===== src/scr_pkg.sv =====
// ----------------------------------------------------------------------------
// scr_pkg
// Shared types and constants of the step/direction counter reporter: opcodes,
// controller states, frame and checksum constants, checksum unit controls.
// ----------------------------------------------------------------------------
`default_nettype none

package scr_pkg;

  // default geometry
  localparam int CHANNELS_DEF    = 6;
  localparam int MAX_PAYLOAD_DEF = 30;

  // fixed field widths
  localparam int PIN_W   = 6;
  localparam int AUX_W   = 2;
  localparam int BYTE_W  = 8;
  localparam int COUNT_W = 16;
  localparam int RXPOS_W = 5;

  // frame and protocol constants
  localparam logic [7:0]  SYNC_BYTE = 8'hED;
  localparam logic [7:0]  ACK_CMD   = 8'h61;
  localparam logic [15:0] CK_SEED   = 16'hBAD1;
  localparam logic [15:0] CK_MUL    = 16'h6967;
  localparam logic [15:0] CK_ADD    = 16'h1551;

  typedef enum logic [1:0] {
    OP_SAMPLE = 2'd0,
    OP_REPORT = 2'd1,
    OP_RX     = 2'd2,
    OP_NONE   = 2'd3
  } op_t;

  typedef enum logic [3:0] {
    S_IDLE,
    S_SRD,
    S_SWR,
    S_RFETCH,
    S_RWORD,
    S_RLO,
    S_RHI,
    S_RCKLO,
    S_RCKHI,
    S_PKT
  } state_t;

  // checksum unit controls
  typedef struct packed {
    logic init;
    logic add;
    logic step;
  } ck_ctl_t;

  // packet parser result for the current byte
  typedef struct packed {
    logic done;
    logic ack;
  } rx_res_t;

endpackage

`default_nettype wire


===== src/scr_ram.sv =====
// ----------------------------------------------------------------------------
// scr_ram
// Generic single-write, single-read synchronous RAM with registered read data.
// ----------------------------------------------------------------------------
`default_nettype none

module scr_ram #(
  parameter int WIDTH = 16,
  parameter int DEPTH = 6,
  localparam int AW = (DEPTH > 1) ? $clog2(DEPTH) : 1
) (
  input  wire logic             clk,
  input  wire logic             we,
  input  wire logic [AW-1:0]    waddr,
  input  wire logic [WIDTH-1:0] wdata,
  input  wire logic             re,
  input  wire logic [AW-1:0]    raddr,
  output logic      [WIDTH-1:0] rdata
);

  logic [WIDTH-1:0] mem [DEPTH];

  // write port
  always_ff @(posedge clk) begin
    if (we) begin
      mem[waddr] <= wdata;
    end
  end

  // registered read port
  always_ff @(posedge clk) begin
    if (re) begin
      rdata <= mem[raddr];
    end
  end

endmodule

`default_nettype wire


===== src/scr_cksum.sv =====
// ----------------------------------------------------------------------------
// scr_cksum
// Frame checksum unit: c = ((c + w) * 0x6967 + 0x1551) mod 2^16, with the
// sum registered ahead of the multiply.
// ----------------------------------------------------------------------------
`default_nettype none

module scr_cksum (
  input  wire logic                              clk,
  input  wire scr_pkg::ck_ctl_t                  ctl,
  input  wire logic [scr_pkg::COUNT_W-1:0]       word,
  output logic      [scr_pkg::COUNT_W-1:0]       ck
);

  logic [scr_pkg::COUNT_W-1:0]   sum;
  logic [2*scr_pkg::COUNT_W-1:0] prod;

  // multiply-accumulate step from the registered sum
  assign prod = sum * scr_pkg::CK_MUL;

  always_ff @(posedge clk) begin
    if (ctl.add) begin
      sum <= ck + word;
    end
    if (ctl.init) begin
      ck <= scr_pkg::CK_SEED;
    end else if (ctl.step) begin
      ck <= prod[scr_pkg::COUNT_W-1:0] + scr_pkg::CK_ADD;
    end
  end

endmodule

`default_nettype wire


===== src/scr_rx.sv =====
// ----------------------------------------------------------------------------
// scr_rx
// Serial packet parser: sync byte, length byte, payload. Flags the byte that
// completes a packet and whether it was the one-byte acknowledge command.
// ----------------------------------------------------------------------------
`default_nettype none

module scr_rx #(
  parameter int MAX_PAYLOAD = scr_pkg::MAX_PAYLOAD_DEF
) (
  input  wire logic                         clk,
  input  wire logic                         rst,
  input  wire logic                         en,
  input  wire logic [scr_pkg::BYTE_W-1:0]   rx_byte,
  output scr_pkg::rx_res_t                  res
);

  localparam int PW = scr_pkg::RXPOS_W;

  logic [PW-1:0]              rx_position;
  logic [PW-1:0]              rx_length;
  logic [scr_pkg::BYTE_W-1:0] rx_first;

  logic [PW-1:0]              got;
  logic [PW-1:0]              got1;
  logic [PW-1:0]              need;
  logic [scr_pkg::BYTE_W-1:0] first_eff;
  logic                       complete;

  // payload progress for the current byte
  always_comb begin
    got       = rx_position - PW'(2);
    got1      = got + PW'(1);
    need      = (rx_length != '0) ? rx_length : PW'(1);
    first_eff = (got == '0) ? rx_byte : rx_first;
    complete  = (rx_position > PW'(1)) && (got1 >= need);
    res.done  = en && complete;
    res.ack   = en && complete && (rx_length == PW'(1)) && (first_eff == scr_pkg::ACK_CMD);
  end

  // parser state
  always_ff @(posedge clk) begin
    if (rst) begin
      rx_position <= '0;
      rx_length   <= '0;
      rx_first    <= '0;
    end else if (en) begin
      if (rx_position == '0) begin
        if (rx_byte == scr_pkg::SYNC_BYTE) begin
          rx_position <= PW'(1);
        end
      end else if (rx_position == PW'(1)) begin
        if (rx_byte > scr_pkg::BYTE_W'(MAX_PAYLOAD)) begin
          rx_position <= '0;
        end else begin
          rx_length   <= rx_byte[PW-1:0];
          rx_position <= PW'(2);
        end
      end else begin
        rx_first <= first_eff;
        if (complete) begin
          rx_position <= '0;
        end else begin
          rx_position <= got1 + PW'(2);
        end
      end
    end
  end

endmodule

`default_nettype wire


===== src/step_dir_counter_reporter.sv =====
// ----------------------------------------------------------------------------
// step_dir_counter_reporter
// Step/direction position counters with a serial report frame and a small
// packet receiver.
//
// One input channel (in_valid/in_ready) carries an opcode and its operands;
// one output channel (out_valid/out_ready) carries frame bytes and packet
// results, one beat each. Input is taken one item at a time, only in idle.
// Pin sample: one counter RAM read-modify-write per channel, through states
//   SRD then SWR, with no output beat.
// Report request: 2*CHANNELS+6 beats. Each 16-bit word takes a RAM read, a
//   checksum add and a registered multiply, through states RFETCH, RWORD,
//   RLO and RHI; the count RAM port and the checksum multiply set the pace
//   of the words, and a stalled receiver holds it in RLO or RHI.
// Received byte: parsed in the cycle of acceptance; a completed packet gives
//   one beat, loaded from state PKT once the output register is free.
// The output register holds a beat until taken; the controller waits while
// it is full, so a stalled receiver simply stretches the frame.
// Reset clears the controller, parser, sticky bits and per-channel valid
// bits; a counter never written reads as zero, so no clearing pass runs.
// ----------------------------------------------------------------------------
`default_nettype none

module step_dir_counter_reporter #(
  parameter int CHANNELS    = scr_pkg::CHANNELS_DEF,
  parameter int MAX_PAYLOAD = scr_pkg::MAX_PAYLOAD_DEF
) (
  input  wire logic                          clk,
  input  wire logic                          rst,
  input  wire logic                          in_valid,
  output logic                               in_ready,
  input  wire logic [1:0]                    op,
  input  wire logic [scr_pkg::PIN_W-1:0]     step_pins,
  input  wire logic [scr_pkg::PIN_W-1:0]     dir_pins,
  input  wire logic [scr_pkg::AUX_W-1:0]     aux_pins,
  input  wire logic [scr_pkg::BYTE_W-1:0]    rx_byte,
  output logic                               out_valid,
  input  wire logic                          out_ready,
  output logic      [scr_pkg::BYTE_W-1:0]    tx_byte,
  output logic                               last,
  output logic                               packet_done,
  output logic                               packet_ack
);

  localparam int CW     = scr_pkg::COUNT_W;
  localparam int CH_W   = (CHANNELS > 1) ? $clog2(CHANNELS) : 1;
  localparam int NWORDS = CHANNELS + 2;
  localparam int WI_W   = $clog2(NWORDS);
  localparam logic [7:0] LEN_BYTE = 8'(2 * CHANNELS + 4);

  scr_pkg::state_t  state, state_next;
  scr_pkg::ck_ctl_t ck_ctl;
  scr_pkg::rx_res_t rx_res;

  logic                accept;
  logic                out_free;
  logic                out_load;
  logic [7:0]          out_byte_n;
  logic                out_last_n;
  logic                out_done_n;
  logic                out_ack_n;

  logic [CHANNELS-1:0] step_ext;
  logic [CHANNELS-1:0] dir_ext;
  logic [CHANNELS-1:0] prev_step;
  logic [CHANNELS-1:0] rise;
  logic [CHANNELS-1:0] dir;
  logic [CHANNELS-1:0] vld;
  logic                rd_vld;
  logic [1:0]          sticky;
  logic [1:0]          snap;
  logic                pkt_ack;
  logic [CH_W-1:0]     idx;
  logic [WI_W-1:0]     widx;
  logic [WI_W-1:0]     wm1;
  logic [CW-1:0]       word;
  logic [CW-1:0]       wsel;
  logic [CW-1:0]       ram_val;
  logic [CW-1:0]       ck;

  logic                ram_we;
  logic [CH_W-1:0]     ram_waddr;
  logic [CW-1:0]       ram_wdata;
  logic                ram_re;
  logic [CH_W-1:0]     ram_raddr;
  logic [CW-1:0]       ram_rdata;

  assign in_ready = (state == scr_pkg::S_IDLE);
  assign accept   = in_valid && in_ready;
  assign out_free = !out_valid || out_ready;
  assign wm1      = widx - WI_W'(1);
  assign ram_val  = rd_vld ? ram_rdata : '0;

  // pins widened to the channel count, bits past the pin field read as zero
  always_comb begin
    for (int n = 0; n < CHANNELS; n++) begin
      step_ext[n] = (n < scr_pkg::PIN_W) ? step_pins[n % scr_pkg::PIN_W] : 1'b0;
      dir_ext[n]  = (n < scr_pkg::PIN_W) ? dir_pins[n % scr_pkg::PIN_W] : 1'b0;
    end
  end

  // current frame word
  always_comb begin
    if (widx == '0) begin
      wsel = {LEN_BYTE, scr_pkg::SYNC_BYTE};
    end else if (widx == WI_W'(NWORDS - 1)) begin
      wsel = {12'b0, snap, 2'b0};
    end else begin
      wsel = ram_val;
    end
  end

  // controller next state and strobes
  always_comb begin
    state_next  = state;
    ck_ctl      = '0;
    ram_we      = 1'b0;
    ram_waddr   = idx;
    ram_wdata   = dir[idx] ? ram_val + CW'(1) : ram_val - CW'(1);
    ram_re      = 1'b0;
    ram_raddr   = idx;
    out_load    = 1'b0;
    out_byte_n  = '0;
    out_last_n  = 1'b0;
    out_done_n  = 1'b0;
    out_ack_n   = 1'b0;
    case (state)
      scr_pkg::S_IDLE: begin
        if (accept) begin
          case (scr_pkg::op_t'(op))
            scr_pkg::OP_SAMPLE: state_next = scr_pkg::S_SRD;
            scr_pkg::OP_REPORT: begin
              ck_ctl.init = 1'b1;
              state_next  = scr_pkg::S_RFETCH;
            end
            scr_pkg::OP_RX: begin
              if (rx_res.done) begin
                state_next = scr_pkg::S_PKT;
              end
            end
            default: state_next = scr_pkg::S_IDLE;
          endcase
        end
      end
      scr_pkg::S_SRD: begin
        ram_re     = 1'b1;
        state_next = scr_pkg::S_SWR;
      end
      scr_pkg::S_SWR: begin
        ram_we = rise[idx];
        if (idx == CH_W'(CHANNELS - 1)) begin
          state_next = scr_pkg::S_IDLE;
        end else begin
          state_next = scr_pkg::S_SRD;
        end
      end
      scr_pkg::S_RFETCH: begin
        ram_re     = (widx != '0) && (widx != WI_W'(NWORDS - 1));
        ram_raddr  = wm1[CH_W-1:0];
        state_next = scr_pkg::S_RWORD;
      end
      scr_pkg::S_RWORD: begin
        ck_ctl.add = 1'b1;
        state_next = scr_pkg::S_RLO;
      end
      scr_pkg::S_RLO: begin
        if (out_free) begin
          out_load    = 1'b1;
          out_byte_n  = word[7:0];
          ck_ctl.step = 1'b1;
          state_next  = scr_pkg::S_RHI;
        end
      end
      scr_pkg::S_RHI: begin
        if (out_free) begin
          out_load   = 1'b1;
          out_byte_n = word[15:8];
          if (widx == WI_W'(NWORDS - 1)) begin
            state_next = scr_pkg::S_RCKLO;
          end else begin
            state_next = scr_pkg::S_RFETCH;
          end
        end
      end
      scr_pkg::S_RCKLO: begin
        if (out_free) begin
          out_load   = 1'b1;
          out_byte_n = ck[7:0];
          state_next = scr_pkg::S_RCKHI;
        end
      end
      scr_pkg::S_RCKHI: begin
        if (out_free) begin
          out_load   = 1'b1;
          out_byte_n = ck[15:8];
          out_last_n = 1'b1;
          state_next = scr_pkg::S_IDLE;
        end
      end
      scr_pkg::S_PKT: begin
        if (out_free) begin
          out_load   = 1'b1;
          out_last_n = 1'b1;
          out_done_n = 1'b1;
          out_ack_n  = pkt_ack;
          state_next = scr_pkg::S_IDLE;
        end
      end
      default: state_next = scr_pkg::S_IDLE;
    endcase
  end

  // state register
  always_ff @(posedge clk) begin
    if (rst) begin
      state <= scr_pkg::S_IDLE;
    end else begin
      state <= state_next;
    end
  end

  // control state: edges, sticky bits, counter valid bits, output valid
  always_ff @(posedge clk) begin
    if (rst) begin
      prev_step <= '0;
      sticky    <= '0;
      vld       <= '0;
      out_valid <= 1'b0;
    end else begin
      if (accept && scr_pkg::op_t'(op) == scr_pkg::OP_SAMPLE) begin
        prev_step <= step_ext;
        sticky    <= sticky | aux_pins;
      end else if (accept && scr_pkg::op_t'(op) == scr_pkg::OP_REPORT) begin
        sticky <= '0;
      end
      if (ram_we) begin
        vld[ram_waddr] <= 1'b1;
      end
      if (out_load) begin
        out_valid <= 1'b1;
      end else if (out_ready) begin
        out_valid <= 1'b0;
      end
    end
  end

  // datapath registers
  always_ff @(posedge clk) begin
    if (accept) begin
      rise    <= step_ext & ~prev_step;
      dir     <= dir_ext;
      snap    <= sticky;
      pkt_ack <= rx_res.ack;
      idx     <= '0;
      widx    <= '0;
    end
    if (ram_re) begin
      rd_vld <= vld[ram_raddr];
    end
    if (state == scr_pkg::S_SWR && idx != CH_W'(CHANNELS - 1)) begin
      idx <= idx + CH_W'(1);
    end
    if (state == scr_pkg::S_RWORD) begin
      word <= wsel;
    end
    if (state == scr_pkg::S_RHI && out_free && widx != WI_W'(NWORDS - 1)) begin
      widx <= widx + WI_W'(1);
    end
    if (out_load) begin
      tx_byte     <= out_byte_n;
      last        <= out_last_n;
      packet_done <= out_done_n;
      packet_ack  <= out_ack_n;
    end
  end

  // position counts
  scr_ram #(
    .WIDTH (CW),
    .DEPTH (CHANNELS)
  ) u_count_ram (
    .clk   (clk),
    .we    (ram_we),
    .waddr (ram_waddr),
    .wdata (ram_wdata),
    .re    (ram_re),
    .raddr (ram_raddr),
    .rdata (ram_rdata)
  );

  // frame checksum
  scr_cksum u_cksum (
    .clk  (clk),
    .ctl  (ck_ctl),
    .word (wsel),
    .ck   (ck)
  );

  // packet parser
  scr_rx #(
    .MAX_PAYLOAD (MAX_PAYLOAD)
  ) u_rx (
    .clk     (clk),
    .rst     (rst),
    .en      (accept && scr_pkg::op_t'(op) == scr_pkg::OP_RX),
    .rx_byte (rx_byte),
    .res     (rx_res)
  );

endmodule

`default_nettype wire

===== config.mk =====
export PLATFORM = sky130hd
export DESIGN_NAME = step_dir_counter_reporter
export DESIGN_NICKNAME = d
export VERILOG_FILES = /design/src/scr_pkg.sv /design/src/scr_ram.sv /design/src/scr_cksum.sv /design/src/scr_rx.sv /design/src/step_dir_counter_reporter.sv
export SDC_FILE = /design/constraint.sdc
export NUM_CORES = 1
export LEC_CHECK = 0
export ABC_AREA = 1
export BUFFER_PORTS_ARGS = -buffer_cell sky130_fd_sc_hd__buf_2
export CAP_MARGIN = 20
export CORE_MARGIN = 2
export CORE_UTILIZATION = 55
export DETAILED_ROUTE_END_ITERATION = 10
export PLACE_DENSITY = 0.83
export SYNTH_ARGS = -nofsm -noshare
export SYNTH_HDL_FRONTEND = slang
export SYNTH_HIERARCHICAL = 1
export SYNTH_SLANG_ARGS = --single-unit

===== constraint.sdc =====
create_clock -name clk -period 4.65 [get_ports clk]
set_clock_uncertainty 0.15 [all_clocks]
set_input_delay 0.93 -clock clk [delete_from_list [all_inputs] [get_ports clk]]
set_output_delay 0.93 -clock clk [all_outputs]
set_load 0.1 [all_outputs]

==> flow_results.org <==
** Outcome
- Result of the run :: finished with violations
- The final reports fail on negative setup slack.

** Timing
- Unrepaired setup endpoints after global routing :: yes
- Setup violations remaining at the end of the flow were counted as 6.
- Post-route fraction of the period consumed by the critical path :: 109%
- Maximum clock rate :: 0.197 GHz
- After routing, the total negative slack on setup checks comes to -1.37 ns.
- The max-slew violation total from the final report is 0.
- Subtracting the final worst setup slack from the clock period gives 5.07 ns.
- Slew at the pin with the worst max-slew slack :: 1.13 ns
- Final hold viol count :: 0
- Final worst-path setup slack :: -0.420 ns
- In this run the tightest slew margin relative to its limit is 24.5%.

** Setup path
- The critical path in this run is classified as register to register.
- Among cell families on the critical path, the largest total delay comes from adder cells.
- Crit start category :: register
- The slowest stage of the critical path belongs to the cell sky130_fd_sc_hd__fa_1.
- Signal arrival time at the worst endpoint :: about 5.3 ns
- The signal on the critical path passes through inv_2 > fa_1 > inv_2 > fa_1 > inv_2 > fa_1 > inv_2 > fa_1 > fa_1 > inv_2 > fa_1 > inv_2 > ha_4 > inv_4 > o21ai_2 > a31oi_4 > nand3_2 > a21oi_2 > o21ai_1 > o211ai_1 > inv_1.
- CP required :: slightly below 5 ns
- On the worst path, the slowest cell contributes a delay of ~0.55 ns.
- Crit path capture type :: register
- In this run the register-to-register setup slack is -0.42 ns.
- Crit Path Max Fanout :: 3
- CP Buf/Inv Count :: 8

** Placement
- The congestion estimate from routability-driven global placement came to 0.913.
- Cells after DPL :: 2000
- Placement Cell Area :: 15200 um2
- DP Worst Slack :: -0.380 ns
- Buffers on Ports :: 40
- Detailed Place HPWL :: 24000 um

** Drt
- Initial DRC count :: 1060
- In the final routed layout, each cell accounts on average for 16.5 um.
- The first detailed-routing pass took 6 iterations.
- The count of nets left with antenna violations once routing finished came out at 0.
- Via-to-Cell Ratio :: roughly 5.6
- Total wirelength of the detailed-routed design :: 33900 um
- After detailed routing, the number of remaining DRC violations is 0.
- The routed layout has 11400 vias.

** Clocking
- Number of buffers inserted by hold repair at cts :: 0
- CTS built an H-tree with a depth of 1.
- Clock tree synthesis found a total of 230 sinks.
- Clock-pin slew was measured on the worst setup and hold paths at roughly 0.06 ns.
- CTS Buf Count :: 24
- Clock tree from TritonCTS :: yes
- Counting along the longest clock path gives a buffer depth of 3.
- The tree is rooted in a sky130_fd_sc_hd__clkbuf_16.
- Clock latency on the worst-skew pair :: 0.54 ns

** Global route
- Total global routing track utilization :: 25.0%
- The number of global-route vias before repair is 11100.
- Largest net degree at the start of global routing :: 49
- The first global-routing pass estimated 54000 um of wire.
- Global route total overflow :: 0
- Antenna violations before repair :: 0

** Synth
- Synth Flop Type :: sky130_fd_sc_hd__edfxtp_1
- The synthesized netlist devotes 15.6% of its cell area to adder and majority cells.
- Main combinational cell family by area after synthesis :: simple AND/OR/NAND/NOR gates
- Cell count after synthesis :: 1607
- After synthesis, the mean cell area works out to 8.88 um2.
- Fraction of synthesized area in multiplexers :: 0%
- Yosys mapped a number of flops with a built-in enable equal to 177.
- Of the total synthesized cell area, the portion taken by XOR and XNOR cells is 2.39%.
- In the synthesized netlist the async set-or-reset flop fraction comes to 0%.
- Synth Area in Compound Gates :: 7.28%
- After synthesis the netlist holds a flip-flop and latch count of 230.
- Post-synth cell types :: between 50 and 60
- The synthesized netlist devotes 21.7% of its cell area to simple gates.
- Synth warnings :: 6
- Post-synth net total :: 1787
- Cell Area, Synth :: 14300 um2
- Sequential cells were found to cover 44.7% of the synthesized design area.

** Floorplanning
- The floorplan step set the die width to 165 um.
- For this configuration, the core starts out at a cell density of a little under three fifths.
- Pin placement for this block handled 41 I/O pins.
- The die covers approximately 27000 um2.
- The die is 165 um tall.
- Core region area :: 25300 um2
- The initialized floorplan defines 58 standard-cell rows.

** Min path
- Hold Crit Class :: register to register

** Layout
- Final antenna diode count :: 0
- The finished cells cover around 16000 um2.
- Leaving out fill and tap cells, the most frequent cell in the layout is sky130_fd_sc_hd__nand2_1.
- Layout cells sized above 1 :: ~14%
- Filler-free cell count of the finished design :: 2051
- Most frequent cells in the layout :: 354 x sky130_fd_sc_hd__nand2_1, 240 x sky130_fd_sc_hd__inv_1, 177 x sky130_fd_sc_hd__edfxtp_1
- Number of nets in the layout :: approximately 1900
- Area growth from synthesis to layout :: 13.6%

** Flow run
- Max-cap violations in this run came to 0.
[state kept, by name, indices dropped and copies added (netlist names)]
signal             cells
dir                    6
u_count_ram/rdata     16
sticky                 2
last                   1
u_rx/rx_position       5
vld                    6
tx_byte                8
out_valid              1
snap                   2
rise                   6
state                  4
u_rx/rx_first          8
idx                    3
packet_done            1
rd_vld                 1
word                  16
u_cksum/ck            16
pkt_ack                1
u_count_ram/mem       96
prev_step              6
u_cksum/sum           16
widx                   3
packet_ack             1
u_rx/rx_length         5
[stage by stage]
step | hold slack [ns] | util [%]
after CTS | 0.283 | 63.5
after global placement | 0.264 | 59.9
after global routing | 0.296 | 64.0
after detailed placement | 0.282 | 59.9
after floorplan | 0.259 | -
final | 0.286 | 64.0
[Yosys cell counts, drive strengths merged (24+ instances only)]
library cell / n / area share [%]
o21ai: 78 / 2.8
nand2: 377 / 10
dfxtp: 53 / 7.4
a21oi: 79 / 2.9
ha: 108 / 9.5
edfxtp: 177 / 37
nand3: 136 / 4.9
nor2: 145 / 4.5
inv: 263 / 6.9
fa: 44 / 6.2
xor2: 24 / 1.5
[layer usage]
layer,up-vias,wire length (um),global-route usage [%]
li1,5475,-,-
met1,5364,13300,31.9
met2,479,16900,44.1
met3,99,2360,2.67
met4,0,1270,9.41
met5,-,0,0
[timing repair]
item                       CTS  global route
gates resized for setup     33            19
pin swaps                   31            19
setup endpoints to repair    7             7
buffers inserted             3             4
[worst paths after layout]
kind / startpoint / to / depth (start not counted)
min: sticky[0] / snap[0] / 0
max: u_cksum/sum[12] / u_cksum/ck[14] / 21
max reg2reg: u_cksum/sum[12] / u_cksum/ck[14] / 21
min reg2reg: sticky[0] / snap[0] / 0
[cell type report]
class	instances	area (um2)
well taps	330	413
fillers	1931	9120
clock buffers	29	619
clock inverters	15	159
multi-input cells	1078	6920
inverters	266	1000
repair buffers	103	717
flip-flops and latches	230	6380
[kinds of logic after synthesis]
kind of cell,Yosys count
AO/OA/AOI/OAI,188
buffers and inverters,299
AND/OR/NAND/NOR,700
flip-flops,230
adder cells (fa/ha/maj),152
XOR/XNOR,38
Power is left out: the tool's default activity adds up to more than one toggle a clock period on the data nets, which glitch-free logic cannot reach.
